$ cat src/sv/slfl_pkg.sv
// Shared types and constants for the sync/length frame loader.
package slfl_pkg;

  localparam int unsigned BYTE_W  = 8;
  localparam int unsigned WORD_W  = 32;
  localparam int unsigned LEN_W   = 16;
  localparam int unsigned PHASE_W = 3;
  localparam int unsigned WCNT_W  = 14;
  localparam int unsigned ACC_W   = 24;
  localparam int unsigned CFG_IDX_W = 2;

  // phase codes
  localparam logic [PHASE_W-1:0] PH_HUNT  = 3'd0;
  localparam logic [PHASE_W-1:0] PH_LEN   = 3'd1;
  localparam logic [PHASE_W-1:0] PH_DATA  = 3'd2;
  localparam logic [PHASE_W-1:0] PH_END   = 3'd3;
  localparam logic [PHASE_W-1:0] PH_DONE  = 3'd4;
  localparam logic [PHASE_W-1:0] PH_FAULT = 3'd5;

  // configuration register indexes
  localparam logic [CFG_IDX_W-1:0] CFG_SYNC_NEWEST = 2'd0;
  localparam logic [CFG_IDX_W-1:0] CFG_SYNC_OLDER  = 2'd1;
  localparam logic [CFG_IDX_W-1:0] CFG_LOAD_BASE   = 2'd2;

  localparam logic [BYTE_W-1:0] SYNC_NEWEST_RST = 8'hC0;
  localparam logic [BYTE_W-1:0] SYNC_OLDER_RST  = 8'hDE;
  localparam logic [WORD_W-1:0] LOAD_BASE_RST   = 32'h0000_1000;

  typedef struct packed {
    logic               word_write;
    logic [WORD_W-1:0]  word_address;
    logic [WORD_W-1:0]  word_data;
    logic [PHASE_W-1:0] phase;
  } result_t;

endpackage

$ cat src/sv/sync_length_frame_loader_unit.sv
// Frame loader: hunts a sync pair, reads a length, packs payload bytes into word writes.
//
// Usage:
//   Input channel: one received byte per transaction on in_rx_byte (in_valid/in_stall).
//   Result channel: one result per byte: out_word_write flags a completed 32-bit
//   payload word at out_word_address (base + 4 * word index), first byte in
//   bits 31..24; out_phase gives the phase after that byte (hunt, length,
//   payload, end sync, done, fault). Done and fault are sticky until reset.
//   Config port: cfg_we writes register cfg_index (0 sync newest, 1 sync older,
//   2 load base address) from cfg_wdata; write only while the block is idle.
// Timing:
//   The result is registered: the per-byte state update sits between the input and
//   the output register. Throughput is one byte per cycle while in_stall is low, set by
//   the single state update per byte.
//   When the receiver stalls, one more result is parked in a skid register;
//   in_stall rises only once that skid register is full.
// Reset (rst_n low, synchronous): phase returns to hunt, all counters clear,
//   config registers take their default values, both channels empty.
module sync_length_frame_loader_unit (
  input  logic                                clk,
  input  logic                                rst_n,
  input  logic                                in_valid,
  output logic                                in_stall,
  input  logic [slfl_pkg::BYTE_W-1:0]         in_rx_byte,
  output logic                                out_valid,
  input  logic                                out_stall,
  output logic                                out_word_write,
  output logic [slfl_pkg::WORD_W-1:0]         out_word_address,
  output logic [slfl_pkg::WORD_W-1:0]         out_word_data,
  output logic [slfl_pkg::PHASE_W-1:0]        out_phase,
  input  logic                                cfg_we,
  input  logic [slfl_pkg::CFG_IDX_W-1:0]      cfg_index,
  input  logic [slfl_pkg::WORD_W-1:0]         cfg_wdata
);

  logic [slfl_pkg::BYTE_W-1:0]  sync_newest_r;
  logic [slfl_pkg::BYTE_W-1:0]  sync_older_r;
  logic [slfl_pkg::WORD_W-1:0]  load_base_r;

  logic [slfl_pkg::PHASE_W-1:0] phase_r, phase_nxt;
  logic [slfl_pkg::BYTE_W-1:0]  prev_byte_r, prev_byte_nxt;
  logic [slfl_pkg::BYTE_W-1:0]  len_low_r, len_low_nxt;
  logic [slfl_pkg::LEN_W-1:0]   pay_len_r, pay_len_nxt;
  logic [slfl_pkg::LEN_W-1:0]   byte_cnt_r, byte_cnt_nxt;
  logic [1:0]                   lane_r, lane_nxt;
  logic [slfl_pkg::ACC_W-1:0]   acc_r, acc_nxt;
  logic [slfl_pkg::WCNT_W-1:0]  word_cnt_r, word_cnt_nxt;

  slfl_pkg::result_t res_nxt, out_r, skid_r;
  logic out_v_r, skid_v_r;
  logic in_acc, out_take;
  logic [slfl_pkg::LEN_W-1:0] byte_cnt_inc;
  logic [slfl_pkg::ACC_W-1:0] lane_bits;

  assign in_stall = skid_v_r;
  assign in_acc   = in_valid && !skid_v_r;
  assign out_take = out_v_r && !out_stall;

  assign byte_cnt_inc = byte_cnt_r + slfl_pkg::LEN_W'(1);

  always_comb begin
    unique case (lane_r)
      2'd3:    lane_bits = {in_rx_byte, 16'h0000};
      2'd2:    lane_bits = {8'h00, in_rx_byte, 8'h00};
      default: lane_bits = {16'h0000, in_rx_byte};
    endcase
  end

  // per-byte state update
  always_comb begin
    phase_nxt     = phase_r;
    prev_byte_nxt = prev_byte_r;
    len_low_nxt   = len_low_r;
    pay_len_nxt   = pay_len_r;
    byte_cnt_nxt  = byte_cnt_r;
    lane_nxt      = lane_r;
    acc_nxt       = acc_r;
    word_cnt_nxt  = word_cnt_r;
    res_nxt       = '0;
    unique case (phase_r)
      slfl_pkg::PH_HUNT: begin
        if (in_rx_byte == sync_newest_r && prev_byte_r == sync_older_r) begin
          phase_nxt    = slfl_pkg::PH_LEN;
          byte_cnt_nxt = '0;
          lane_nxt     = 2'd3;
          acc_nxt      = '0;
          word_cnt_nxt = '0;
        end
        prev_byte_nxt = in_rx_byte;
      end
      slfl_pkg::PH_LEN: begin
        if (byte_cnt_r == '0) begin
          len_low_nxt  = in_rx_byte;
          byte_cnt_nxt = slfl_pkg::LEN_W'(1);
        end else begin
          pay_len_nxt  = {in_rx_byte, len_low_r};
          byte_cnt_nxt = '0;
          phase_nxt    = slfl_pkg::PH_DATA;
        end
        prev_byte_nxt = in_rx_byte;
      end
      slfl_pkg::PH_DATA: begin
        if (lane_r == 2'd0) begin
          res_nxt.word_write   = 1'b1;
          res_nxt.word_data    = {acc_r, in_rx_byte};
          res_nxt.word_address = load_base_r
                                 + slfl_pkg::WORD_W'({word_cnt_r, 2'b00});
          word_cnt_nxt = word_cnt_r + slfl_pkg::WCNT_W'(1);
          acc_nxt      = '0;
          lane_nxt     = 2'd3;
        end else begin
          acc_nxt  = acc_r | lane_bits;
          lane_nxt = lane_r - 2'd1;
        end
        // a zero length wraps the counter, giving 65536 bytes
        if (byte_cnt_inc == pay_len_r) begin
          phase_nxt    = slfl_pkg::PH_END;
          byte_cnt_nxt = '0;
        end else begin
          byte_cnt_nxt = byte_cnt_inc;
        end
      end
      slfl_pkg::PH_END: begin
        if (byte_cnt_r == '0) begin
          byte_cnt_nxt = slfl_pkg::LEN_W'(1);
        end else begin
          byte_cnt_nxt = '0;
          if (in_rx_byte == sync_newest_r && prev_byte_r == sync_older_r) begin
            phase_nxt = slfl_pkg::PH_DONE;
          end else begin
            phase_nxt = slfl_pkg::PH_FAULT;
          end
        end
        prev_byte_nxt = in_rx_byte;
      end
      slfl_pkg::PH_DONE, slfl_pkg::PH_FAULT: begin
      end
      default: phase_nxt = slfl_pkg::PH_FAULT;
    endcase
    res_nxt.phase = phase_nxt;
  end

  // config registers
  always_ff @(posedge clk) begin
    if (!rst_n) begin
      sync_newest_r <= slfl_pkg::SYNC_NEWEST_RST;
      sync_older_r  <= slfl_pkg::SYNC_OLDER_RST;
      load_base_r   <= slfl_pkg::LOAD_BASE_RST;
    end else if (cfg_we) begin
      unique case (cfg_index)
        slfl_pkg::CFG_SYNC_NEWEST: sync_newest_r <= cfg_wdata[slfl_pkg::BYTE_W-1:0];
        slfl_pkg::CFG_SYNC_OLDER:  sync_older_r  <= cfg_wdata[slfl_pkg::BYTE_W-1:0];
        slfl_pkg::CFG_LOAD_BASE:   load_base_r   <= cfg_wdata;
        default: begin
        end
      endcase
    end
  end

  // frame state
  always_ff @(posedge clk) begin
    if (!rst_n) begin
      phase_r     <= slfl_pkg::PH_HUNT;
      prev_byte_r <= '0;
      len_low_r   <= '0;
      pay_len_r   <= '0;
      byte_cnt_r  <= '0;
      lane_r      <= 2'd3;
      acc_r       <= '0;
      word_cnt_r  <= '0;
    end else if (in_acc) begin
      phase_r     <= phase_nxt;
      prev_byte_r <= prev_byte_nxt;
      len_low_r   <= len_low_nxt;
      pay_len_r   <= pay_len_nxt;
      byte_cnt_r  <= byte_cnt_nxt;
      lane_r      <= lane_nxt;
      acc_r       <= acc_nxt;
      word_cnt_r  <= word_cnt_nxt;
    end
  end

  // output register plus skid register
  always_ff @(posedge clk) begin
    if (!rst_n) begin
      out_v_r  <= 1'b0;
      skid_v_r <= 1'b0;
    end else begin
      if (skid_v_r) begin
        if (out_take) begin
          out_v_r  <= 1'b1;
          skid_v_r <= 1'b0;
        end
      end else if (in_acc) begin
        if (!out_v_r || out_take) begin
          out_v_r <= 1'b1;
        end else begin
          skid_v_r <= 1'b1;
        end
      end else if (out_take) begin
        out_v_r <= 1'b0;
      end
    end
  end

  always_ff @(posedge clk) begin
    if (skid_v_r) begin
      if (out_take) begin
        out_r <= skid_r;
      end
    end else if (in_acc) begin
      if (!out_v_r || out_take) begin
        out_r <= res_nxt;
      end else begin
        skid_r <= res_nxt;
      end
    end
  end

  assign out_valid        = out_v_r;
  assign out_word_write   = out_r.word_write;
  assign out_word_address = out_r.word_address;
  assign out_word_data    = out_r.word_data;
  assign out_phase        = out_r.phase;

  a_skid_implies_out: assert property (@(posedge clk) disable iff (!rst_n)
    skid_v_r |-> out_v_r)
    else $error("skid register full while output register empty");

  a_write_phase: assert property (@(posedge clk) disable iff (!rst_n)
    (out_v_r && out_r.word_write) |->
      (out_r.phase == slfl_pkg::PH_DATA || out_r.phase == slfl_pkg::PH_END))
    else $error("word write outside payload");

  a_no_write_zero: assert property (@(posedge clk) disable iff (!rst_n)
    (out_v_r && !out_r.word_write) |->
      (out_r.word_address == '0 && out_r.word_data == '0))
    else $error("non-write result carries address or data");

  a_done_sticky: assert property (@(posedge clk) disable iff (!rst_n)
    (phase_r == slfl_pkg::PH_DONE) |=> (phase_r == slfl_pkg::PH_DONE))
    else $error("left done state");

  a_fault_sticky: assert property (@(posedge clk) disable iff (!rst_n)
    (phase_r == slfl_pkg::PH_FAULT) |=> (phase_r == slfl_pkg::PH_FAULT))
    else $error("left fault state");

endmodule
$ cat config.mk
export PLATFORM = sky130hd
export DESIGN_NAME = sync_length_frame_loader_unit
export DESIGN_NICKNAME = d
export VERILOG_FILES = /design/src/sv/slfl_pkg.sv /design/src/sv/sync_length_frame_loader_unit.sv
export SDC_FILE = /design/constraint.sdc
export NUM_CORES = 1
export LEC_CHECK = 0
export ABC_CLOCK_PERIOD_IN_PS = 6050
export BUFFER_PORTS_ARGS = -buffer_cell sky130_fd_sc_hd__buf_2
export CAP_MARGIN = 15
export CORE_UTILIZATION = 48
export DETAILED_ROUTE_END_ITERATION = 16
export MAX_ROUTING_LAYER = met4
export PLACE_DENSITY = 0.7
export SLEW_MARGIN = 25
export SYNTH_ARGS = -nofsm -noshare
export SYNTH_HDL_FRONTEND = slang
export SYNTH_SLANG_ARGS = --single-unit
export TNS_END_PERCENT = 100
$ cat constraint.sdc
create_clock -name clk -period 6.05 [get_ports clk]
set_clock_uncertainty 0.05 [all_clocks]
set_input_delay 1.5125 -clock clk [delete_from_list [all_inputs] [get_ports clk]]
set_output_delay 1.5125 -clock clk [all_outputs]
set_load 0.03 [all_outputs]
**After elaboration in Yosys (flattened, before gate mapping)**

Index checks and enable logic that the tools add are counted.
W data, S select, Z words.

- Register bits after elaboration: 277
- Input port bits: 47
- Output and inout port bits: 70
- Logic and storage cells: 111

- Add/sub/neg operators: 4
- Equal/unequal tests: 16
- Muxes and demuxes: 35
- Bitwise operators: 4
- Reductions and logical operators: 31

Operators by type and width:

| kind | count |
|---|---|
| $mux W68 | 4 |
| $mux W65 | 2 |
| $pmux W24 S2 | 2 |
| $mux W24 | 2 |
| $pmux W16 S3 | 1 |
| $add A32 B16 Y32 | 1 |
| $mux W16 | 2 |
| $mux W14 | 2 |
| $pmux W14 S2 | 1 |
| $or A24 B24 Y24 | 1 |
| $reduce_and A3 Y1 | 7 |
| $add A16 B1 Y16 const B | 1 |
| $eq A16 B16 Y1 | 1 |
| $eq A8 B8 Y1 | 2 |
| $logic_not A16 Y1 | 1 |
| $pmux W3 S5 | 1 |
| $add A14 B1 Y14 const B | 1 |
| $mux W3 | 4 |
| $mux W1 | 11 |
| $reduce_and A2 Y1 | 4 |
| $reduce_bool A2 Y1 | 4 |
| $eq A2 B2 Y1 const B | 3 |
| $eq A3 B2 Y1 const B | 2 |
| $eq A3 B3 Y1 const B | 2 |
| 18 further kinds | 28 |

**Logic depth before layout (Yosys ltp)**

- Word-level depth: 8
- Gate-level depth with buffers: 12
- Depth with buffers taken out: 11

**Least setup slack after synthesis**

OpenSTA, ideal clock, no wires.

- Path kind: input to register
- Start point: input in_valid
- End point: register out_r (netlist bit out_phase[0]) (enable)
- Setup time: 0.516 ns
- Arrival: 5.171 ns
- Slack: 0.313 ns
- Cell stages on the path: 3
- Path buffers: 0
- Cell sequence: nor2b_1 a21oi_1 a21oi_1

- Word-level cells in the longest chain between the ends: 3

Ends and longest elaborated chain:

| what | RTL line | RTL |
|---|---|---|
| start: declaration | sync_length_frame_loader_unit.sv:22 | `input logic in_valid,` |
| $logic_and A1 B1 Y1 | sync_length_frame_loader_unit.sv:56 | `assign in_acc = in_valid && !skid_v_r;` |
| $reduce_bool A2 Y1 (no source line) | -- |  |
| $reduce_and A3 Y1 (no source line) | -- |  |
| end signal: assignment | sync_length_frame_loader_unit.sv:209 | `out_r <= skid_r;` |
| end signal: assignment | sync_length_frame_loader_unit.sv:213 | `out_r <= res_nxt;` |
| end: declaration | sync_length_frame_loader_unit.sv:49 | `slfl_pkg::result_t res_nxt, out_r, skid_r;` |

No other way between the ends.
A chain may end at the register's enable or synchronous reset.

**Worst setup path in the final report**

- Start point: register word_cnt_r[0] (netlist name)
- End point: register out_r (netlist bit out_word_address[18]) (data pin)

- Word-level cells in the longest chain between the ends: 6

Ends and longest elaborated chain:

| what | RTL line | RTL |
|---|---|---|
| start: declaration | sync_length_frame_loader_unit.sv:47 | `logic [slfl_pkg::WCNT_W-1:0] word_cnt_r, word_cnt_nxt;` |
| start signal: assignment | sync_length_frame_loader_unit.sv:179 | `word_cnt_r <= word_cnt_nxt;` |
| $add A32 B16 Y32 | sync_length_frame_loader_unit.sv:107 | `+ slfl_pkg::WORD_W'({word_cnt_r, 2'b00});` |
| $mux W65 | sync_length_frame_loader_unit.sv:103 | `if (lane_r == 2'd0) begin` |
| $mux W65 | sync_length_frame_loader_unit.sv:80 | `unique case (phase_r)` |
| $mux W68 | sync_length_frame_loader_unit.sv:212 | `if (!out_v_r \|\| out_take) begin` |
| $mux W68 | sync_length_frame_loader_unit.sv:211 | `end else if (in_acc) begin` |
| $mux W68 | sync_length_frame_loader_unit.sv:207 | `if (skid_v_r) begin` |

No other way between the ends. The select of a mux whose other input is x is not followed.

==> results.json <==
{
  "power_frac_clock": 0.428,
  "p_comb_frac": 0.068,
  "die_h_um": 165,
  "drt-initial-drc-count": 638,
  "hold_buffers": 0,
  "peakVddDrop_v": 0.000341,
  "cts-root-to-sink-buffers": 3,
  "setup_viol": 0,
  "cts_root_buffer": "clkbuf_16",
  "power.static_leakage_nw": 5.44,
  "r2r_cells": 11,
  "ant_nets": 0,
  "routed_via_density": 5.46,
  "p_total_w": 0.00409,
  "cts_num_sinks": 277,
  "cts_tree": "done",
  "max_slew.worst_pin.slew_ns": 0.984,
  "grt_pass1_wl_mm": 44.8,
  "yosysWarnings": 0,
  "cp_slowest_cell": "o211ai_1",
  "postCtsSetupRepairBufs": 0,
  "tns_ns": 0,
  "power_density_mw_per_mm2": 283,
  "p_seq_frac": 0.505,
  "synthToLayoutAreaGrowth_pct": 13.5,
  "setup.worst_path.start_class": "flip-flop",
  "hold_path_class": "flip-flop to flip-flop",
  "crit_cells": 11,
  "worst_setup_path_end_kind": "flip-flop",
  "net-switching-power_w": 0.000931,
  "crit_buf_inv": 1,
  "antenna_found_initial": 1,
  "die_x_um": 165,
  "yosysSeqAreaShare": 0.542,
  "fin_crit_sh": 0.596,
  "holdPathStages": 2,
  "grt_max_degree": 53,
  "track_usage": 0.215,
  "grt.overflow.total": 0,
  "h-tree-depth": 1,
  "syn_area_mm2": 0.0127,
  "drc": 0,
  "synth.distinct_cells": 76,
  "grt_setup_unrepaired": "false",
  "ys_ff_latch": 277,
  "avgRoutedWirePerCell_um": 17.4,
  "dr_wl_met3_mm": 1.78,
  "coreArea_mm2": 0.0261,
  "grt_pass1_vias": 8393,
  "dieArea_mm2": 0.0272,
  "max_freq_ghz": 0.277,
  "final_max_slew_viol_count": 0,
  "avgSynthCellArea_um2": 10.7,
  "required_ns": 6.27,
  "critPathTopFamily": "compound AO/OA/AOI/OAI gates",
  "period_minus_slack_ns": 3.61,
  "crit_fanout": 8,
  "io_buffers": 116,
  "ys.flop_type": "dfxtp_1",
  "vias": 8919,
  "synthesis.nets": 1260,
  "setup.worst_path.class": "flip-flop to flip-flop",
  "routabilityCongestion": 0.871,
  "p_int_w": 0.00316,
  "wl_mm": 28.4,
  "clk_pin_slew_ns": 0.06,
  "fin_nets": 1342,
  "highest_layer": "met4",
  "ios": 117,
  "wl_met2_mm": 13.0,
  "postCtsResizedCells": 0,
  "maxSlewHeadroom": 0.340,
  "cp_common_cell": "o21ai_0",
  "dr.pass1.iters": 5,
  "synthArstFlopShare": 0,
  "critPathMaxStageDelay_ns": 0.81,
  "clk_latency_ns": 0.55,
  "hpwl_mm": 19.6,
  "p_sw_frac": 0.227,
  "path_cells": "ha_1, inv_1, fa_1, nor2b_1, o21ai_0, a21oi_1, o21ai_0, o211ai_1, nand4_1, xor2_1, o21ai_0",
  "status": "finished clean",
  "cts-buffers-inserted": 29,
  "synth-edff-count": 136,
  "cap_violations": 0,
  "finalHoldViolCount": 0,
  "wl_met1_mm": 13.4,
  "cp_data_arrival_time_ns": 3.82,
  "synthCells": 1192,
  "layout-drive-gt1-share": 0.184,
  "rows": 59,
  "start_util": 0.489
}
[layout make-up]
type                    count  area (um2)
fillers                  2243       11600
flip-flops and latches    277        6910
multi-input cells         814        5410
clock buffers              44         803
repair buffers            130         686
well taps                 335         419
clock inverters            10         133
inverters                  22        82.6
diodes                      2        5.00
[path summary, 6_finish.rpt]
path,start,to,slack (ns)
max,word_cnt_r[0],out_word_address[18],2.44
min,acc_r[16],acc_r[16],0.41
max reg2reg,word_cnt_r[0],out_word_address[18],2.44
min reg2reg,acc_r[16],acc_r[16],0.41
[power by group through the flow]
stage | Sequential (W) | Clock (W) | Combinational [W]
finish | 0.00207 | 0.00175 | 0.000278
global route | 0.00207 | 0.00186 | 0.000301
CTS | 0.00207 | 0.00178 | 0.000282
detailed placement | 0.00211 | 0 | 0.000280
global placement | 0.00210 | 0 | 0.000276
floorplan | 0.00217 | 0 | 0.000118
[cells in the mapped netlist (all sizes together) (9+ instances only)]
library cell	n	area, um2
clkbuf	59	221
buf	20	136
a21boi	40	300
nor2b	47	294
o31ai	10	75.1
ha	20	250
o21ai	35	175
edfxtp	136	4080
or3	12	80.1
mux2	43	488
nor2	89	334
nand4	17	136
nand3	35	185
nor3	9	50.1
nand2	150	573
a21oi	44	231
xnor2	52	455
nor4	11	83.8
and3	47	294
inv	22	82.6
xor2	23	201
mux2i	41	410
dfxtp	141	2820
nand2b	10	62.6
[worst reg2reg max path, stage by stage, from the launching register on]
cell and delay (ns):
dfxtp_1 0.42, ha_1 0.25, inv_1 0.07, fa_1 0.40, nor2b_1 0.13, o21ai_0 0.10
a21oi_1 0.28, o21ai_0 0.26, o211ai_1 0.81, nand4_1 0.20, xor2_1 0.25, o21ai_0 0.12
[per-stage QoR]
stage	setup slack (ns)	area, um2	util	hold slack, ns	instances
floorplan	0.313	12700	-	0.379	1192
global placement	2.00	13500	0.518	0.389	1578
detailed placement	2.11	13500	0.518	0.395	1578
CTS	2.51	14400	0.554	0.412	1632
global route	2.14	14400	0.554	0.437	1633
finish	2.44	14400	0.554	0.409	1634
[placed cells by master, fill, tap and decap left out, types with 5 or more instances in the layout]
| cell type | n |
|---|---|
| o21ai_0 | 32 |
| nor4_1 | 10 |
| edfxtp_1 | 136 |
| xor2_1 | 23 |
| clkbuf_1 | 12 |
| nor2b_1 | 47 |
| and3_1 | 46 |
| o31ai_1 | 9 |
| dfxtp_1 | 140 |
| nor2_1 | 88 |
| buf_2 | 116 |
| nor3_1 | 8 |
| a21boi_0 | 36 |
| nand3_1 | 33 |
| a31oi_1 | 5 |
| nand2_1 | 148 |
| inv_1 | 22 |
| nand4b_1 | 6 |
| nand2b_1 | 10 |
| mux2_2 | 41 |
| mux2i_1 | 41 |
| clkbuf_16 | 29 |
| xnor2_1 | 52 |
| ha_1 | 20 |
| o221ai_1 | 5 |
| or3_1 | 11 |
| nand4_1 | 15 |
| buf_4 | 14 |
| a21oi_1 | 40 |
[metal layers]
layer  up-vias  global-route usage
met5         -                   -
met4         0              0.0359
met3        25              0.0349
met2       233               0.337
met1      4276               0.298
li1       4385                   -
[registers in the layout, indices dropped and copies added, names as in the netlist, 3 cells and up]
| name | flops |
|---|---|
| prev_byte_r | 8 |
| word_cnt_r | 14 |
| skid_r | 68 |
| sync_older_r | 8 |
| len_low_r | 8 |
| phase_r | 3 |
| acc_r | 24 |
| out_word_address | 32 |
| load_base_r | 32 |
| out_word_data | 32 |
| out_phase | 3 |
| pay_len_r | 16 |
| byte_cnt_r | 16 |
| sync_newest_r | 8 |
[kinds of logic (layout without fill, tap and decap cells)]
| kind of cell | after synthesis | after routing | synth area share |
|---|---|---|---|
| and+or+nand+nor | 459 | 459 | 0.185 |
| DFF | 277 | 277 | 0.542 |
| AOI/OAI and AO/OA | 175 | 175 | 0.0943 |
| buffers and inverters | 101 | 206 | 0.0346 |
| muxes | 84 | 84 | 0.0706 |
| xor gates and xnor gates | 75 | 75 | 0.0516 |
| adders and majority gates | 21 | 21 | 0.0212 |
| other | 0 | 2 | 0 |
(Power assumes the default switching activity.)
